===== src/sv/rtpap_pkg.sv =====
// ----------------------------------------------------------------------------
// RTP audio packetizer package
// Types, register codes and constants shared by the packetizer modules.
// ----------------------------------------------------------------------------
package rtpap_pkg;

    // sample_mode codes (code 3 behaves as raw)
    localparam logic [1:0] MODE_INT16 = 2'd0;
    localparam logic [1:0] MODE_FLOAT = 2'd1;
    localparam logic [1:0] MODE_RAW   = 2'd2;

    // configuration register indexes
    localparam logic [1:0] CFG_SAMPLE_MODE  = 2'd0;
    localparam logic [1:0] CFG_PT_CODE      = 2'd1;
    localparam logic [1:0] CFG_SOURCE_ID    = 2'd2;
    localparam logic [1:0] CFG_MAX_FRAMES   = 2'd3;

    // reset values
    localparam logic [1:0]  RST_SAMPLE_MODE  = 2'd0;
    localparam logic [6:0]  RST_PT_CODE      = 7'd10;
    localparam logic [31:0] RST_SOURCE_ID    = 32'h1234_5678;
    localparam logic [9:0]  RST_MAX_FRAMES   = 10'd247;

    localparam logic [7:0]  RTP_VERSION_BYTE = 8'h80;

    // float to Q15 conversion
    localparam logic [14:0] Q15_SCALE  = 15'd32767;
    localparam logic [7:0]  EXP_ONE    = 8'd127;
    localparam logic [7:0]  EXP_SPEC   = 8'hFF;
    localparam logic [7:0]  SHIFT_BIAS = 8'd150;

    typedef struct packed {
        logic [1:0]  sample_mode;
        logic [6:0]  pt_code;
        logic [31:0] source_id;
        logic [9:0]  max_frames;
    } t_cfg;

    typedef struct packed {
        logic [31:0] word;
        logic        is_header;
        logic        packet_end;
    } t_word;

    typedef enum logic [1:0] {
        PH_HDR0,
        PH_HDR1,
        PH_HDR2,
        PH_DATA
    } t_phase;

endpackage


===== src/sv/rtp_audio_packetizer_unit.sv =====
// ----------------------------------------------------------------------------
// RTP audio packetizer unit
// Codes stereo frames into RTP L16 payload words and prepends packet headers.
// ----------------------------------------------------------------------------
//  channel  | direction | handshake                 | content
//  ---------+-----------+---------------------------+---------------------------
//  s_axis   | in        | s_axis_tvalid/tready      | one stereo frame per word
//  m_axis   | out       | m_axis_tvalid/tready      | one packet word per word
//  cfg      | in        | i_cfg_valid/o_cfg_ready   | register index + data
//
//  Words: a frame inside a packet yields one payload word; the first frame of a
//  packet yields four through the single output register (three header words
//  plus the payload word). A frame passes three lane stages (multiply, round,
//  scale) and then the output register.
//  Reset: synchronous, active low; clears valid bits, packet counters and
//  the configuration registers to their defaults.
//  Stalls: the lane pipeline advances as a whole whenever its last stage is
//  empty or its frame has gone out; m_axis_tready low holds the output word.
// ----------------------------------------------------------------------------
module rtp_audio_packetizer_unit (
    input  logic        i_clk,
    input  logic        i_rst_n,
    // frame in
    input  logic        s_axis_tvalid,
    output logic        s_axis_tready,
    input  logic [63:0] s_axis_tdata,   // [31:0] left_sample, [63:32] right_sample
    input  logic        s_axis_tlast,   // end_of_buffer
    // packet words out
    output logic        m_axis_tvalid,
    input  logic        m_axis_tready,
    output logic [31:0] m_axis_tdata,   // [31:0] packet_word
    output logic        m_axis_tuser,   // [0] is_header
    output logic        m_axis_tlast,   // packet_end
    // register writes
    input  logic        i_cfg_valid,
    output logic        o_cfg_ready,
    input  logic [1:0]  i_cfg_index,
    input  logic [31:0] i_cfg_data
);

    rtpap_pkg::t_cfg  r_cfg, n_cfg;
    rtpap_pkg::t_word out_word;

    // lane pipeline valid and end-of-buffer tracking
    logic r_v1, r_v2, r_v3;
    logic r_eob1, r_eob2, r_eob3;
    logic adv;
    logic frame_done;
    logic [15:0] left_code, right_code;

    // registers always accept a write
    assign o_cfg_ready = 1'b1;

    always_comb begin
        n_cfg = r_cfg;
        if (i_cfg_valid) begin
            case (i_cfg_index)
                rtpap_pkg::CFG_SAMPLE_MODE:  n_cfg.sample_mode  = i_cfg_data[1:0];
                rtpap_pkg::CFG_PT_CODE:      n_cfg.pt_code      = i_cfg_data[6:0];
                rtpap_pkg::CFG_SOURCE_ID:    n_cfg.source_id    = i_cfg_data;
                rtpap_pkg::CFG_MAX_FRAMES:   n_cfg.max_frames   = i_cfg_data[9:0];
                default:                     n_cfg = r_cfg;
            endcase
        end
    end

    always_ff @(posedge i_clk) begin
        if (!i_rst_n) begin
            r_cfg.sample_mode  <= rtpap_pkg::RST_SAMPLE_MODE;
            r_cfg.pt_code      <= rtpap_pkg::RST_PT_CODE;
            r_cfg.source_id    <= rtpap_pkg::RST_SOURCE_ID;
            r_cfg.max_frames   <= rtpap_pkg::RST_MAX_FRAMES;
        end else begin
            r_cfg <= n_cfg;
        end
    end

    // whole pipeline moves when the framer frees the last stage
    assign adv           = !r_v3 || frame_done;
    assign s_axis_tready = adv;

    always_ff @(posedge i_clk) begin
        if (!i_rst_n) begin
            r_v1 <= 1'b0;
            r_v2 <= 1'b0;
            r_v3 <= 1'b0;
        end else if (adv) begin
            r_v1 <= s_axis_tvalid;
            r_v2 <= r_v1;
            r_v3 <= r_v2;
        end
    end

    always_ff @(posedge i_clk) begin
        if (adv) begin
            r_eob1 <= s_axis_tlast;
            r_eob2 <= r_eob1;
            r_eob3 <= r_eob2;
        end
    end

    // one lane per channel
    rtpap_lane u_lane_left (
        .i_clk    (i_clk),
        .i_adv    (adv),
        .i_mode   (r_cfg.sample_mode),
        .i_sample (s_axis_tdata[31:0]),
        .o_code   (left_code)
    );

    rtpap_lane u_lane_right (
        .i_clk    (i_clk),
        .i_adv    (adv),
        .i_mode   (r_cfg.sample_mode),
        .i_sample (s_axis_tdata[63:32]),
        .o_code   (right_code)
    );

    // merge lanes, insert headers, hold the output word
    rtpap_framer u_framer (
        .i_clk       (i_clk),
        .i_rst_n     (i_rst_n),
        .i_valid     (r_v3),
        .i_eob       (r_eob3),
        .i_left      (left_code),
        .i_right     (right_code),
        .i_cfg       (r_cfg),
        .i_out_ready (m_axis_tready),
        .o_done      (frame_done),
        .o_out_valid (m_axis_tvalid),
        .o_out       (out_word)
    );

    assign m_axis_tdata = out_word.word;
    assign m_axis_tuser = out_word.is_header;
    assign m_axis_tlast = out_word.packet_end;

endmodule


===== src/sv/rtpap_lane.sv =====
// ----------------------------------------------------------------------------
// RTP audio packetizer sample lane
// Three-stage coder for one channel: int16, float to Q15, or raw bytes.
// ----------------------------------------------------------------------------
module rtpap_lane (
    input  logic        i_clk,
    input  logic        i_adv,
    input  logic [1:0]  i_mode,
    input  logic [31:0] i_sample,
    output logic [15:0] o_code
);

    // stage 1: decode and multiply
    logic        r1_pass, n1_pass;
    logic        r1_special, n1_special;
    logic        r1_sgn, n1_sgn;
    logic [15:0] r1_value, n1_value;
    logic [7:0]  r1_sh, n1_sh;
    logic [38:0] r1_prod, n1_prod;

    // stage 2: round product to 24 significant bits
    logic        r2_pass, r2_special, r2_sgn;
    logic [15:0] r2_value;
    logic [7:0]  r2_sh;
    logic [39:0] r2_p, n2_p;

    // stage 3: scale down, sign, select
    logic [15:0] r3_code, n3_code;

    logic [7:0]  ex;
    logic [22:0] man;
    logic [23:0] q;
    logic [14:0] rem;
    logic [14:0] half;
    logic        rnd;
    logic [24:0] q_inc;
    logic [39:0] shifted;
    logic [15:0] mag;

    always_comb begin
        ex         = i_sample[30:23];
        man        = i_sample[22:0];
        n1_pass    = 1'b1;
        n1_special = 1'b0;
        n1_sgn     = 1'b0;
        n1_value   = '0;
        n1_sh      = 8'(rtpap_pkg::SHIFT_BIAS - ex);
        n1_prod    = 39'({1'b1, man}) * 39'(rtpap_pkg::Q15_SCALE);
        case (i_mode)
            rtpap_pkg::MODE_INT16: begin
                n1_value = i_sample[15:0];
            end
            rtpap_pkg::MODE_FLOAT: begin
                n1_pass = 1'b0;
                n1_sgn  = i_sample[31];
                if (ex == rtpap_pkg::EXP_SPEC && man != '0) begin
                    // NaN codes as zero, no sign
                    n1_special = 1'b1;
                    n1_sgn     = 1'b0;
                end else if (ex >= rtpap_pkg::EXP_ONE) begin
                    n1_special = 1'b1;
                    n1_value   = 16'(rtpap_pkg::Q15_SCALE);
                end else if (ex == '0) begin
                    n1_special = 1'b1;
                end
            end
            default: begin
                n1_value = {i_sample[7:0], i_sample[15:8]};
            end
        endcase
    end

    always_comb begin
        if (r1_prod[38]) begin
            q    = r1_prod[38:15];
            rem  = r1_prod[14:0];
            half = 15'h4000;
        end else begin
            q    = r1_prod[37:14];
            rem  = {1'b0, r1_prod[13:0]};
            half = 15'h2000;
        end
        rnd   = (rem > half) || (rem == half && q[0]);
        q_inc = 25'(q) + 25'(rnd);
        n2_p  = r1_prod[38] ? (40'(q_inc) << 15) : (40'(q_inc) << 14);
    end

    always_comb begin
        shifted = r2_p >> r2_sh;
        mag     = r2_special ? r2_value : shifted[15:0];
        if (r2_pass) begin
            n3_code = r2_value;
        end else if (r2_sgn) begin
            n3_code = ~mag + 16'd1;
        end else begin
            n3_code = mag;
        end
    end

    always_ff @(posedge i_clk) begin
        if (i_adv) begin
            r1_pass    <= n1_pass;
            r1_special <= n1_special;
            r1_sgn     <= n1_sgn;
            r1_value   <= n1_value;
            r1_sh      <= n1_sh;
            r1_prod    <= n1_prod;
            r2_pass    <= r1_pass;
            r2_special <= r1_special;
            r2_sgn     <= r1_sgn;
            r2_value   <= r1_value;
            r2_sh      <= r1_sh;
            r2_p       <= n2_p;
            r3_code    <= n3_code;
        end
    end

    assign o_code = r3_code;

endmodule


===== src/sv/rtpap_framer.sv =====
// ----------------------------------------------------------------------------
// RTP audio packetizer framer
// Merges lane results into payload words, inserts headers, tracks packets.
// ----------------------------------------------------------------------------
module rtpap_framer (
    input  logic               i_clk,
    input  logic               i_rst_n,
    input  logic               i_valid,
    input  logic               i_eob,
    input  logic [15:0]        i_left,
    input  logic [15:0]        i_right,
    input  rtpap_pkg::t_cfg    i_cfg,
    input  logic               i_out_ready,
    output logic               o_done,
    output logic               o_out_valid,
    output rtpap_pkg::t_word   o_out
);

    rtpap_pkg::t_phase r_phase, n_phase;
    logic [15:0]       r_seq, n_seq;
    logic [31:0]       r_ts, n_ts;
    logic [9:0]        r_cnt, n_cnt;
    logic              r_o_valid, n_o_valid;
    rtpap_pkg::t_word  r_o, n_o;

    logic              out_free;
    logic              emit;
    logic [10:0]       count;
    logic              close;
    rtpap_pkg::t_word  word;

    always_ff @(posedge i_clk) begin
        if (!i_rst_n) begin
            r_phase   <= rtpap_pkg::PH_HDR0;
            r_seq     <= '0;
            r_ts      <= '0;
            r_cnt     <= '0;
            r_o_valid <= 1'b0;
        end else begin
            r_phase   <= n_phase;
            r_seq     <= n_seq;
            r_ts      <= n_ts;
            r_cnt     <= n_cnt;
            r_o_valid <= n_o_valid;
        end
    end

    always_ff @(posedge i_clk) begin
        r_o <= n_o;
    end

    always_comb begin
        out_free = !r_o_valid || i_out_ready;
        emit     = i_valid && out_free;
        count    = 11'(r_cnt) + 11'd1;
        close    = i_eob || (count >= 11'(i_cfg.max_frames));
        n_phase  = r_phase;
        n_seq    = r_seq;
        n_ts     = r_ts;
        n_cnt    = r_cnt;
        o_done   = 1'b0;
        word     = '0;
        case (r_phase)
            rtpap_pkg::PH_HDR0: begin
                word.word      = {rtpap_pkg::RTP_VERSION_BYTE, 1'b0,
                                  i_cfg.pt_code, r_seq};
                word.is_header = 1'b1;
                if (emit) n_phase = rtpap_pkg::PH_HDR1;
            end
            rtpap_pkg::PH_HDR1: begin
                word.word      = r_ts;
                word.is_header = 1'b1;
                if (emit) n_phase = rtpap_pkg::PH_HDR2;
            end
            rtpap_pkg::PH_HDR2: begin
                word.word      = i_cfg.source_id;
                word.is_header = 1'b1;
                if (emit) n_phase = rtpap_pkg::PH_DATA;
            end
            rtpap_pkg::PH_DATA: begin
                word.word       = {i_left, i_right};
                word.packet_end = close;
                if (emit) begin
                    o_done = 1'b1;
                    n_ts   = r_ts + 32'd1;
                    if (close) begin
                        n_seq   = r_seq + 16'd1;
                        n_cnt   = '0;
                        n_phase = rtpap_pkg::PH_HDR0;
                    end else begin
                        n_cnt = count[9:0];
                    end
                end
            end
            default: begin
                n_phase = rtpap_pkg::PH_HDR0;
            end
        endcase
        n_o_valid = emit || (r_o_valid && !i_out_ready);
        n_o       = emit ? word : r_o;
    end

    assign o_out_valid = r_o_valid;
    assign o_out       = r_o;

endmodule


===== config.mk =====
export PLATFORM = sky130hd
export DESIGN_NAME = rtp_audio_packetizer_unit
export DESIGN_NICKNAME = d
export VERILOG_FILES = /design/src/sv/rtpap_pkg.sv /design/src/sv/rtp_audio_packetizer_unit.sv /design/src/sv/rtpap_lane.sv /design/src/sv/rtpap_framer.sv
export SDC_FILE = /design/constraint.sdc
export NUM_CORES = 2
export LEC_CHECK = 0
export BUFFER_PORTS_ARGS = -buffer_cell sky130_fd_sc_hd__clkbuf_2
export CAP_MARGIN = 20
export CORE_MARGIN = 2
export CORE_UTILIZATION = 50
export CTS_CLUSTER_DIAMETER = 150
export DETAILED_ROUTE_END_ITERATION = 16
export PLACE_DENSITY = 0.66
export SLEW_MARGIN = 20
export SYNTH_ARGS = -nofsm -noshare
export SYNTH_HDL_FRONTEND = slang
export SYNTH_SLANG_ARGS = --single-unit

===== constraint.sdc =====
create_clock -name i_clk -period 8.3 [get_ports i_clk]
set_input_delay 0.83 -clock i_clk [delete_from_list [all_inputs] [get_ports i_clk]]
set_output_delay 0.83 -clock i_clk [all_outputs]
set_load 0.02 [all_outputs]

-- Word-level counts from Yosys, hierarchy flattened
Cells that the tools add are included.
Widths: inputs -> output; s select.
- add/sub/neg operators: 9
- multipliers: 2
- $lt $le $gt $ge: 5
- equality and inequality tests: 16
- shift-type cells: 2
- muxes and demuxes: 38
- bitwise operators: 3
- reduce and logical (&&, ||, !) cells: 32
- operators by type and width (cell ; number):
    $mux 16 ; 8
    $pmux 32 s4 ; 1
    $mux 15 ; 6
    $shr 40x8->16 ; 2
    $mul 24x15->39 const B ; 2
    $mux 39 ; 2
    $pmux 16 s2 ; 2
    $add 24x1->25 ; 2
    $add 16x1->16 const B ; 3
    $mux 24 ; 2
    $reduce_bool 23->1 ; 2
    $add 32x1->32 const B ; 1
    $not 16->16 ; 2
    $eq 15x15->1 ; 2
    $gt 15x15->1 ; 2
    $eq 8x8->1 const B ; 2
    $ge 8x7->1 const B ; 2
    $logic_not 8->1 ; 2
    $sub 8x8->8 const A ; 2
    $add 10x1->11 const B ; 1
    $ge 11x10->1 ; 1
    $mux 1 ; 10
    $mux 10 ; 1
    $mux 2 ; 5
    other kinds (14) ; 42
- flip-flop bits (word level): 448
- bits of input ports: 104
- output and inout bits: 37

-- Depth between registers and ports, before layout
- depth in word-level cells: 6
- depth in mapped cells: 23

-- Hierarchy
Synthesis repeated with hierarchy kept, for this count alone.
- cells, all modules: 3487
- area total of the unflattened synthesis: 35803.1 um2
- by module, submodules not included (module ; instances ; cells an instance ; area an instance (um2)):
    rtpap_lane (u_lane_right) ; 1 ; 1340 ; 14435.1
    rtpap_lane (u_lane_left) ; 1 ; 1391 ; 14367.5
    rtpap_framer ; 1 ; 518 ; 4966.0
    rtp_audio_packetizer_unit ; 1 ; 238 ; 2034.5

-- Worst setup path after synthesis
OpenSTA, ideal clock, no wires.
- path kind: input to output
- start: input port m_axis_tready
- end: output port s_axis_tready
- data arrival time: 6.817 ns
- data required time: 7.470 ns
- slack: 0.653 ns
- stages on the path: 5
- buffers on the path: 1
- cell sequence: nand2b_1 and3_1 clkbuf_1 nor2_1 inv_1
- longest elaborated chain between the ends: 5
- ends and longest elaborated chain (element ; line ; RTL):
    start: declaration ; rtp_audio_packetizer_unit.sv:30 ; input logic m_axis_tready,
    $logic_or 1x1->1 ; rtpap_framer.sv:53 ; out_free = !r_o_valid || i_out_ready;
    $logic_and 1x1->1 ; rtpap_framer.sv:54 ; emit = i_valid && out_free;
    $mux 1 ; rtpap_framer.sv:83 ; if (emit) begin
    $mux 1 ; rtpap_framer.sv:63 ; case (r_phase)
    $logic_or 1x1->1 ; rtp_audio_packetizer_unit.sv:79 ; assign adv = !r_v3 || frame_done;
    end: declaration ; rtp_audio_packetizer_unit.sv:25 ; output logic s_axis_tready,
No other way between the ends.

-- Worst setup path in the final report
- start: input port s_axis_tdata[4]
- end: register u_lane_left.r1_prod[33] (data pin)
- longest elaborated chain between the ends: 1
- ends and longest elaborated chain (element ; line ; RTL):
    start: declaration ; rtp_audio_packetizer_unit.sv:26 ; input logic [63:0] s_axis_tdata,
    $mul 24x15->39 ; rtpap_lane.sv:48 ; n1_prod = 39'({1'b1, man}) * 39'(rtpap_pkg::Q15_SCALE);
    net u_lane_left.n1_prod[33] ; rtpap_lane.sv:19 ; logic [38:0] r1_prod, n1_prod;
    end signal: assignment ; rtpap_lane.sv:107 ; r1_prod <= n1_prod;
    end: declaration ; rtpap_lane.sv:19 ;
The timed path passes the listed nets, and every way through them passes these cells.
A chain may end at the register's enable or synchronous reset.

==> out/qor.csv <==
metric;value;unit
grt_pass1_wl;138;mm
rows;97;
drt_iter0_drc;1889;
cts-resized-gates;0;
grt_max_degree;116;
hold_path.class;flip-flop to flip-flop;
cts_max_path_buffers;3;
status;complete, no violations;
rsz0062_at_grt;no;
gp_congestion;0.963;
wire_per_inst;19.2;µm
final_cell_mix;518 x inv_1, 344 x fa_1, 305 x edfxtp_1, 290 x nand2_1, 235 x ha_1;
postCtsSetupBuffers;0;
grt_antenna_before_repair;6;
cap_violations;0;
hold_viol;0;
grt_pass1_vias;24900;
syn_inst;3419;
synth_edf_count;305;
worst_pin_slew;1.11;ns
clock-root-buffer;clkbuf_16;
drive_gt1_share;8.84;%
met1_length;39.8;mm
overflow;0;
placed_cell_area;0.0371;mm²
cp_data_arrival_time;7.15;ns
drt-pass1-iter-count;9;
yosys_warnings;0;
syn_area_per_cell;10.4;µm²
stdcell_area;0.0386;mm²
timing.final.crit_period;6.83;ns
highest_layer;met5;
netlist_area;0.0355;mm²
cp_data_required_time;8.62;ns
wl_met3;5.04;mm
fin_nets;4188;
ys_ff_latch;420;
async_flop_share;0;%
final_cells;4482;
cts_buffers;45;
fmax;146;MHz
fin_tns_setup;0;ns
setup_violations;0;
synth_fp_nets;4103;
dpl.hpwl;69.2;mm
die-area;0.0732;mm²
ys_seq_area_share;32.3;%
area_growth_syn_to_layout;8.67;%
hold_buffers;0;
clock_sink_count;420;
cp_max_fo;4;
final_common_cell;inv_1;
grt_usage;23.8;%
initial_utilization;50.6;%
via_per_inst;5.55;
nFillCells;6199;
maxSlewHeadroom;26.1;%
clkLatencyLatePin;0.57;ns
min_period_over_period;82.3;%
drc;0;
skew;0.0124;ns
slew_viol_final;0;
wirelength;86.1;mm
htreeDepth;2;
cts_tree;yes;
path_class;input port to flip-flop;
ios;141;
route.met2.wl;38.9;mm
crit_path_end_kind;flip-flop;
fp.dieW;271;µm
clk_pin_slew;0.06;ns
vias;24900;
core_area;0.0701;mm²
dpl.cell_count;4397;
die_y;271;µm
setup.worst_path.start_class;input port;
port_buffers;139;
synth_cell_types;100;
antenna_left;0;
synth_flop_cell;edfxtp_1;
==> routing by layer <==
metal	vias up	track usage, %
met5	-	0
met4	2	6.80
met3	130	3.07
met2	761	37.7
met1	12000	34.4
li1	12000	-
==> cell usage after synthesis, drive strengths merged (8+ instances only) <==
cell | n | share of area, %
nor3 | 41 | 0.58
a221o | 33 | 0.93
nand2b | 22 | 0.39
a22oi | 10 | 0.21
o21a | 16 | 0.34
nor2 | 138 | 1.5
o311ai | 10 | 0.25
a21boi | 36 | 0.76
mux2 | 26 | 0.82
dfxtp | 115 | 6.5
a222oi | 32 | 0.90
nor4 | 11 | 0.19
or2 | 8 | 0.14
a21o | 32 | 0.68
clkbuf | 96 | 1.0
a221oi | 15 | 0.39
nor2b | 37 | 0.65
mux2i | 118 | 3.3
nand3 | 73 | 1.0
ha | 236 | 8.3
a21oi | 105 | 1.5
o211ai | 20 | 0.44
xnor2 | 149 | 3.7
o221ai | 10 | 0.25
nand2 | 290 | 3.1
a211oi | 13 | 0.29
o21ai | 133 | 1.9
a31oi | 10 | 0.18
xor2 | 52 | 1.3
mux4 | 10 | 0.63
and2 | 56 | 0.99
buf | 32 | 0.56
or3 | 19 | 0.33
inv | 519 | 5.5
nand4 | 28 | 0.51
fa | 344 | 19
and3 | 42 | 0.74
o22ai | 40 | 0.76
o21bai | 14 | 0.30
edfxtp | 305 | 26
==> worst paths after layout <==
check	end	from	depth (start not counted)	slack, ns
max reg2reg	u_framer.r_seq[15]	u_framer.r_cnt[0]	12	3.97
min reg2reg	u_lane_right.r2_value[14]	u_lane_right.r1_value[14]	0	0.42
min	u_lane_right.r2_value[14]	u_lane_right.r1_value[14]	0	0.42
max	u_lane_left.r1_prod[33]	s_axis_tdata[4]	22	1.47
==> logic make-up after synthesis <==
group	count (synthesis)	synth area share (%)
flip-flops	420	32.3
AND/OR/NAND/NOR	801	11.0
multiplexers	154	4.79
other	1	0.0106
buffers and inverters	647	7.06
XOR/XNOR	201	4.96
AO/OA/AOI/OAI	615	12.2
adder cells (fa/ha/maj)	580	27.7
==> layout make-up <==
cell class,instances,area (µm²),area share [%]
clock inverter,27,304,0.787
antenna,1,2.50,0.00648
tap,940,1180,3.05
clock buffer,57,1230,3.20
sequential,420,11500,29.7
inverter,519,1960,5.07
multi-input combinational,2352,21600,55.9
timing repair buffer,166,911,2.36
==> worst max-delay path: stages <==
cell       delay (ns)
clkbuf_2         0.10
inv_1            0.12
fa_1             0.50
inv_1            0.20
fa_1             0.48
fa_1             0.50
inv_1            0.05
fa_1             0.55
fa_1             0.43
fa_1             0.51
inv_1            0.04
ha_1             0.33
a21o_1           0.18
or3_1            0.32
o2111ai_1        0.28
a2111oi_0        0.26
o41ai_1          0.46
a31o_2           0.27
nor2_1           0.07
o21a_1           0.20
o32ai_1          0.31
xnor2_1          0.13
==> per-stage QoR <==
| stage | setup WS, ns | utilization (%) | hold slack (ns) |
|---|---|---|---|
| after floorplan | 0.653 | - | 0.400 |
| after global placement | 1.01 | 52.8 | 0.401 |
| after detailed placement | 0.899 | 52.8 | 0.405 |
| after CTS | 1.51 | 55.0 | 0.392 |
| after global routing | 1.11 | 55.0 | 0.404 |
| final | 1.47 | 55.0 | 0.417 |
==> registers in the layout (all words and copies together), names as in the netlist, 8 cells and up <==
name	flops
u_lane_left.r2_sh	8
u_lane_right.r2_p	26
u_lane_left.r2_p	26
u_lane_right.o_code	16
u_lane_right.r1_value	16
u_lane_left.r1_value	16
u_framer.o_out	34
u_lane_right.r2_value	16
u_lane_left.r1_sh	8
r_cfg	51
u_lane_left.r2_value	16
u_framer.r_ts	32
u_lane_left.r1_prod	39
u_framer.r_seq	16
u_lane_right.r1_prod	39
u_lane_right.r2_sh	8
u_lane_left.o_code	16
u_lane_right.r1_sh	8
u_framer.r_cnt	10
Power is left out: the tool's default activity adds up to more than one toggle a clock period on the data nets, which glitch-free logic cannot reach.
